**src/hdl/ppts_pkg.sv**
```systemverilog
// ----------------------------------------------------------------------------
// ppts_pkg
// Shared types and codes for the periodic priority task scheduler.
// ----------------------------------------------------------------------------
package ppts_pkg;

  // default table depth
  localparam int MAX_TASKS_DEF = 16;

  // field widths
  localparam int ID_W     = 8;
  localparam int PRIO_W   = 8;
  localparam int TIME_W   = 16;
  localparam int MODE_W   = 2;
  localparam int KIND_W   = 2;
  localparam int IN_DW    = 48;
  localparam int OUT_DW   = 32;

  // request modes
  localparam logic [MODE_W-1:0] MODE_ADD    = 2'd0;
  localparam logic [MODE_W-1:0] MODE_REMOVE = 2'd1;
  localparam logic [MODE_W-1:0] MODE_TICK   = 2'd2;

  // result kinds
  localparam logic [KIND_W-1:0] KIND_ADD    = 2'd0;
  localparam logic [KIND_W-1:0] KIND_REMOVE = 2'd1;
  localparam logic [KIND_W-1:0] KIND_FIRED  = 2'd2;

  // one task table entry
  typedef struct packed {
    logic [TIME_W-1:0] countdown;
    logic [TIME_W-1:0] period;
    logic [PRIO_W-1:0] prio;
    logic [ID_W-1:0]   id;
  } entry_t;

endpackage

```
**src/hdl/periodic_priority_task_scheduler.sv**
```systemverilog
// ----------------------------------------------------------------------------
// periodic_priority_task_scheduler
// Priority ordered table of periodic tasks with add, remove and timer tick.
// ----------------------------------------------------------------------------
//
//  channel   direction  signals                              content
//  s_axis    in         tvalid tready tdata[47:0] tuser[1:0] request, tuser = mode
//  m_axis    out        tvalid tready tdata[31:0] tuser[1:0] tlast  result, tuser = kind
//  cfg       in         valid ready data[15:0]               tick_divider write
//
//  A request is taken only while the sequencer is idle; the table lives in a
//  single-port-write memory with a registered read, walked one entry at a time
//  by one shared decrement/compare unit.
//  Each result waits on m_axis_tready, and a scheduler tick walk holds while
//  a second fired id waits for a free output register.
//  A raw tick with no scheduler tick, or mode three, returns to idle with no result.
//  rst (synchronous) empties the table and clears the prescaler and tick count.
//  s_axis and cfg are not ready while rst is high; cfg is ready otherwise.
//
module periodic_priority_task_scheduler #(
  parameter int MAX_TASKS = ppts_pkg::MAX_TASKS_DEF
) (
  input  logic                         clk,
  input  logic                         rst,
  // request
  input  logic                         s_axis_tvalid,
  output logic                         s_axis_tready,
  // task_id[7:0], priority_req[15:8], period[31:16], initial_remaining[47:32]
  input  logic [ppts_pkg::IN_DW-1:0]   s_axis_tdata,
  // mode[1:0]
  input  logic [ppts_pkg::MODE_W-1:0]  s_axis_tuser,
  // result
  output logic                         m_axis_tvalid,
  input  logic                         m_axis_tready,
  // ok[0], id[8:1], os_tick[24:9], zero[31:25]
  output logic [ppts_pkg::OUT_DW-1:0]  m_axis_tdata,
  // kind[1:0]
  output logic [ppts_pkg::KIND_W-1:0]  m_axis_tuser,
  output logic                         m_axis_tlast,
  // tick_divider write
  input  logic                         cfg_valid,
  output logic                         cfg_ready,
  input  logic [ppts_pkg::TIME_W-1:0]  cfg_data
);
  import ppts_pkg::*;

  localparam int IDX_W = (MAX_TASKS > 1) ? $clog2(MAX_TASKS) : 1;
  localparam int CNT_W = $clog2(MAX_TASKS + 1);

  // sequencer states
  localparam logic [2:0] S_IDLE   = 3'd0;
  localparam logic [2:0] S_EMIT   = 3'd1;
  localparam logic [2:0] S_ADD_RD = 3'd2;
  localparam logic [2:0] S_ADD_WR = 3'd3;
  localparam logic [2:0] S_REM_RD = 3'd4;
  localparam logic [2:0] S_REM_WR = 3'd5;
  localparam logic [2:0] S_TK_RD  = 3'd6;
  localparam logic [2:0] S_TK_WR  = 3'd7;

  logic [2:0]        state;
  logic [CNT_W-1:0]  task_count;
  logic [CNT_W-1:0]  idx;
  logic [CNT_W-1:0]  wr_idx;
  logic              hit;
  logic [TIME_W-1:0] prescale_count;
  logic [TIME_W-1:0] sched_ticks;
  logic [TIME_W-1:0] tick_divider;
  logic              pend_valid;
  logic [ID_W-1:0]   pend_id;

  // latched request
  logic [MODE_W-1:0] req_mode;
  logic [ID_W-1:0]   req_id;
  logic [PRIO_W-1:0] req_prio;
  logic [TIME_W-1:0] req_period;
  logic [TIME_W-1:0] req_rem;
  logic              req_ok;

  // result register
  logic [KIND_W-1:0] out_kind;
  logic              out_ok;
  logic [ID_W-1:0]   out_id;
  logic [TIME_W-1:0] out_os;
  logic              out_last;

  // task table memory
  entry_t            table_mem [MAX_TASKS];
  entry_t            rd_data;
  logic [IDX_W-1:0]  rd_addr;
  logic              mem_we;
  logic [IDX_W-1:0]  mem_waddr;
  entry_t            mem_wdata;

  entry_t            new_entry;
  logic              out_free;
  logic              pend_free;
  logic [TIME_W-1:0] alu_in;
  logic [TIME_W-1:0] alu_dec;
  logic              fire;
  logic [TIME_W-1:0] pre_inc;

  assign s_axis_tready = (state == S_IDLE) && !rst;
  assign cfg_ready     = !rst;
  assign m_axis_tdata  = {{(OUT_DW-TIME_W-ID_W-1){1'b0}}, out_os, out_id, out_ok};
  assign m_axis_tuser  = out_kind;
  assign m_axis_tlast  = out_last;

  assign out_free  = !m_axis_tvalid || m_axis_tready;
  assign pend_free = !pend_valid || out_free;
  assign pre_inc   = prescale_count + TIME_W'(1);

  assign new_entry = '{countdown: req_rem, period: req_period, prio: req_prio, id: req_id};

  // shared decrement unit: reload from period on fire, then count down
  assign fire    = (rd_data.countdown == '0);
  assign alu_in  = fire ? rd_data.period : rd_data.countdown;
  assign alu_dec = alu_in - TIME_W'(1);

  // read address
  always_comb begin
    if (state == S_ADD_RD) begin
      rd_addr = idx[IDX_W-1:0] - IDX_W'(1);
    end else begin
      rd_addr = idx[IDX_W-1:0];
    end
  end

  // write port
  always_comb begin
    mem_we    = 1'b0;
    mem_waddr = idx[IDX_W-1:0];
    mem_wdata = rd_data;
    case (state)
      S_ADD_RD: begin
        mem_we    = (idx == '0);
        mem_wdata = new_entry;
      end
      S_ADD_WR: begin
        mem_we    = 1'b1;
        mem_wdata = (rd_data.prio > req_prio) ? rd_data : new_entry;
      end
      S_REM_WR: begin
        mem_we    = (rd_data.id != req_id);
        mem_waddr = wr_idx[IDX_W-1:0];
      end
      S_TK_WR: begin
        mem_we              = !fire || pend_free;
        mem_wdata.countdown = alu_dec;
      end
      default: begin
        mem_we = 1'b0;
      end
    endcase
  end

  // memory
  always_ff @(posedge clk) begin
    if (mem_we) begin
      table_mem[mem_waddr] <= mem_wdata;
    end
    rd_data <= table_mem[rd_addr];
  end

  // sequencer
  always_ff @(posedge clk) begin
    if (rst) begin
      state          <= S_IDLE;
      task_count     <= '0;
      prescale_count <= '0;
      sched_ticks    <= '0;
      tick_divider   <= TIME_W'(1);
      m_axis_tvalid  <= 1'b0;
      pend_valid     <= 1'b0;
    end else begin
      if (cfg_valid && cfg_ready) begin
        tick_divider <= cfg_data;
      end
      if (m_axis_tvalid && m_axis_tready) begin
        m_axis_tvalid <= 1'b0;
      end

      case (state)
        // take a request and dispatch on its mode
        S_IDLE: begin
          if (s_axis_tvalid) begin
            req_mode   <= s_axis_tuser;
            req_id     <= s_axis_tdata[7:0];
            req_prio   <= s_axis_tdata[15:8];
            req_period <= s_axis_tdata[31:16];
            req_rem    <= s_axis_tdata[47:32];
            idx        <= '0;
            wr_idx     <= '0;
            hit        <= 1'b0;
            case (s_axis_tuser)
              MODE_ADD: begin
                if (task_count == CNT_W'(MAX_TASKS)) begin
                  req_ok <= 1'b0;
                  state  <= S_EMIT;
                end else begin
                  idx   <= task_count;
                  state <= S_ADD_RD;
                end
              end
              MODE_REMOVE: begin
                state <= S_REM_RD;
              end
              MODE_TICK: begin
                if (pre_inc < tick_divider) begin
                  prescale_count <= pre_inc;
                end else begin
                  prescale_count <= '0;
                  sched_ticks    <= sched_ticks + TIME_W'(1);
                  state          <= S_TK_RD;
                end
              end
              default: begin
                state <= S_IDLE;
              end
            endcase
          end
        end

        // status result of an add or a remove
        S_EMIT: begin
          if (out_free) begin
            m_axis_tvalid <= 1'b1;
            out_kind      <= (req_mode == MODE_ADD) ? KIND_ADD : KIND_REMOVE;
            out_ok        <= req_ok;
            out_id        <= req_id;
            out_os        <= sched_ticks;
            out_last      <= 1'b1;
            state         <= S_IDLE;
          end
        end

        // insertion: move larger priorities up one place from the top
        S_ADD_RD: begin
          if (idx == '0) begin
            task_count <= task_count + CNT_W'(1);
            req_ok     <= 1'b1;
            state      <= S_EMIT;
          end else begin
            state <= S_ADD_WR;
          end
        end

        S_ADD_WR: begin
          if (rd_data.prio > req_prio) begin
            idx   <= idx - CNT_W'(1);
            state <= S_ADD_RD;
          end else begin
            task_count <= task_count + CNT_W'(1);
            req_ok     <= 1'b1;
            state      <= S_EMIT;
          end
        end

        // removal: compact surviving entries toward the front
        S_REM_RD: begin
          if (idx == task_count) begin
            task_count <= wr_idx;
            req_ok     <= hit;
            state      <= S_EMIT;
          end else begin
            state <= S_REM_WR;
          end
        end

        S_REM_WR: begin
          if (rd_data.id == req_id) begin
            hit <= 1'b1;
          end else begin
            wr_idx <= wr_idx + CNT_W'(1);
          end
          idx   <= idx + CNT_W'(1);
          state <= S_REM_RD;
        end

        // scheduler tick: walk the table, hold back one fired id for tlast
        S_TK_RD: begin
          if (idx == task_count) begin
            if (!pend_valid) begin
              state <= S_IDLE;
            end else if (out_free) begin
              m_axis_tvalid <= 1'b1;
              out_kind      <= KIND_FIRED;
              out_ok        <= 1'b1;
              out_id        <= pend_id;
              out_os        <= sched_ticks;
              out_last      <= 1'b1;
              pend_valid    <= 1'b0;
              state         <= S_IDLE;
            end
          end else begin
            state <= S_TK_WR;
          end
        end

        S_TK_WR: begin
          if (!fire) begin
            idx   <= idx + CNT_W'(1);
            state <= S_TK_RD;
          end else if (pend_free) begin
            if (pend_valid) begin
              m_axis_tvalid <= 1'b1;
              out_kind      <= KIND_FIRED;
              out_ok        <= 1'b1;
              out_id        <= pend_id;
              out_os        <= sched_ticks;
              out_last      <= 1'b0;
            end
            pend_valid <= 1'b1;
            pend_id    <= rd_data.id;
            idx        <= idx + CNT_W'(1);
            state      <= S_TK_RD;
          end
        end

        default: begin
          state <= S_IDLE;
        end
      endcase
    end
  end

endmodule

```
**config.mk**
```make
export PLATFORM = sky130hd
export DESIGN_NAME = periodic_priority_task_scheduler
export DESIGN_NICKNAME = d
export VERILOG_FILES = /design/src/hdl/ppts_pkg.sv /design/src/hdl/periodic_priority_task_scheduler.sv
export SDC_FILE = /design/constraint.sdc
export NUM_CORES = 1
export LEC_CHECK = 0
export ABC_AREA = 1
export BUFFER_PORTS_ARGS = -buffer_cell sky130_fd_sc_hd__buf_2
export CAP_MARGIN = 20
export CORE_ASPECT_RATIO = 1.4
export CORE_MARGIN = 3
export CORE_UTILIZATION = 55
export CTS_CLUSTER_DIAMETER = 120
export CTS_CLUSTER_SIZE = 30
export DETAILED_ROUTE_END_ITERATION = 12
export PLACE_DENSITY_LB_ADDON = 0.25
export SLEW_MARGIN = 20
export SYNTH_ARGS = -nofsm -noshare
export SYNTH_HDL_FRONTEND = slang
export SYNTH_SLANG_ARGS = --single-unit
```
**constraint.sdc**
```tcl
create_clock -name clk -period 3.5 [get_ports clk]
set_input_delay 0.525 -clock clk [delete_from_list [all_inputs] [get_ports clk]]
set_output_delay 0.525 -clock clk [all_outputs]
set_load 0.01 [all_outputs]
```
==> run metrics <==
post-synthesis sequential area ratio 0.712; setup violators final 0; worst hold path type input port to flip-flop; PostCTS Resize Cnt 0; commonest non-fill, non-tap cell in the layout edfxtp_1; first-pass GRT wire length ~150000 um; Die Span Y 323 um; outcome finished, final reports clean; cts hold-fix bufs 0; Pwr Total 36100 uW; synth warn 0; crit-path max cell delay 660 ps; Cell Area, Synth 0.0395 sq mm; IO buf count 101; H-tree levels 2; flop-to-flop setup slack 350 ps; dpl hpwl 59900 um; Final WS setup 355 ps; worst slew pin tran around 880 ps; Max Freq 318 MHz; FP Rows 115; share of cells above drive strength 1 0.0959; DR WL/cell 23.9 um; cts bufs inserted 38; Max Transition Viols Final 0; via count 26400; synthesized area per cell between 10 and 15 sq um; async set-reset flop share out of synthesis 0; antenna violations before repair 0; vias in the first global route 25500; total track usage 0.268; Filler Cells Inserted 5449; RSZ-0062 raised after global routing false; vias per inst 6.20; Non-Filler Instances 4263; Placed Cells 4196; post-layout net count 3408; CTS tree built; Crit Path Class flip-flop to flip-flop; DR iter-0 viols between 3000 and 4000; crit path DAT 3400 ps; Relative slew margins 0.412; hold_ws 82.0 ps; GP Congestion about 0.93; Residual DRC 0; Cell variety after synth 48; Starting Density 0.558; gate count after technology mapping 3230; CTS clock-pin slew for the worst setup and hold paths roughly 120 ps; Max rail drop VDD 0.805 mV; crit-path cells nand2_1, buf_4, nor2_1, o21ai_0, o2111ai_1, nand2_1, buf_4, nor2_4, buf_4; Final Skew between 40 and 50 ps; gr ovfl total 0; Core ar. 0.0708 sq mm; clk sink count 972; Pre-Repair DR Iteration Count 5; Antenna Nets Post-Route 0; final period utilization 0.899; die width around 230 um; clock latency on the worst-skew pair 620 ps; IO Pins 109; Tmin final 3150 ps; number of synthesized flops with an enable pin 866; PD cells 839 mW/mm^2; Req. time, crit path 3760 ps; DRT Wirelength between 100000 and 150000 um; final hold violation count 0; max-cap viol count 0; Max Root-Sink Buffers 3; most frequent cells in the layout 866 x edfxtp_1, 506 x nor2_1, 388 x o21ai_0; static leakage about 0.014 uW; fin area about 0.043 sq mm; post-place setup slack 254 ps; Yosys reg bits ~970; ys flop type edfxtp_1; Most common cell on crit path buf_4; slowest CP cell nor2_1; crit path launch type flip-flop; CP max FO 17; CP endpoint kind flip-flop; pin count of the biggest net entering global routing 166; Area Overhead vs Synth 8.89%; die footprint 0.0752 sq mm; root buf cell clkbuf_16; Post-CTS Setup Bufs 0; post-place instance area 0.0419 sq mm
==> Yosys cell counts (12+ instances only) <==
cell	number	area, sq um
edfxtp_1	866	26000
nor2_1	523	1960
o21ai_0	388	1940
nand2_1	322	1210
inv_1	119	447
dfxtp_1	106	2120
buf_2	104	521
nand3_1	103	515
o22ai_1	99	619
o221ai_1	97	850
a21oi_1	75	375
clkbuf_1	68	255
o211ai_1	68	510
o21ai_1	67	335
xor2_1	38	333
ha_1	36	450
buf_4	19	143
nand4_1	17	106
a211oi_1	16	120
nor3_1	12	60.1
==> layout make-up <==
cell class                      instances  area, sq um  share of cell area
Sequential cell                       972        28100               0.654
Multi-Input combinational cell       1932        10100               0.235
Timing Repair Buffer                  224         2000              0.0466
Tap cell                              936         1170              0.0272
Clock buffer                           64         1050              0.0244
Inverter                              132          513              0.0119
Clock inverter                          2         36.3            0.000843
Antenna cell                            1         2.50           0.0000581
==> final timing paths <==
path                   start                end  depth (start not counted)
min reg2reg  tick_divider[0]    tick_divider[0]                          2
max reg2reg         state[1]  table_mem[12][18]                          9
min          s_axis_tdata[4]          req_id[4]                          1
max                 state[1]  table_mem[12][18]                          9
==> logic make-up (layout without fill, tap and decap cells) <==
logic type / Yosys count / after routing / synth area share
other: 1 / 8 / 0.0000949
xor gates and xnor gates: 49 / 49 / 0.0112
AOI/OAI and AO/OA: 831 / 831 / 0.124
adders and majority gates: 37 / 37 / 0.0119
DFF: 972 / 972 / 0.712
buffers and inverters: 332 / 422 / 0.0371
and+or+nand+nor: 1008 / 1008 / 0.103
==> registers in the layout, summed over array words and instances (netlist names), 8 cells and up <==
register	cells
req_id	8
prescale_count	16
pend_id	8
tick_divider	16
out_os	16
rd_data	48
table_mem	768
req_prio	8
out_id	8
sched_ticks	16
req_period	16
req_rem	16
==> through the flow <==
stage                      util  setup TNS (ps)
after CTS                 0.608               0
after floorplan               -         -285990
after detailed placement  0.592               0
final                     0.608               0
after global routing      0.608               0
after global placement    0.592               0
==> critical path, delay by kind of cell, from the launching register on <==
family	cells	cell delay (ps)
and+or+nand+nor	4	970
DFF	1	480
buffers and inverters	3	780
AOI/OAI and AO/OA	2	540
==> report_power, final <==
group	switching [uW]	total (uW)	internal [uW]
clock network	3380	5490	2110
logic	10200	14200	4010
registers	543	16400	15800
==> metal layers <==
layer	track usage	share of wire	wire length, um	vias to the layer above
li1	-	-	-	11900
met1	0.364	0.39	40200	13000
met2	0.447	0.49	49600	1334
met3	0.0351	0.082	8310	209
met4	0.100	0.037	3790	0
met5	0	0	0	-
(Power assumes the default switching activity.)
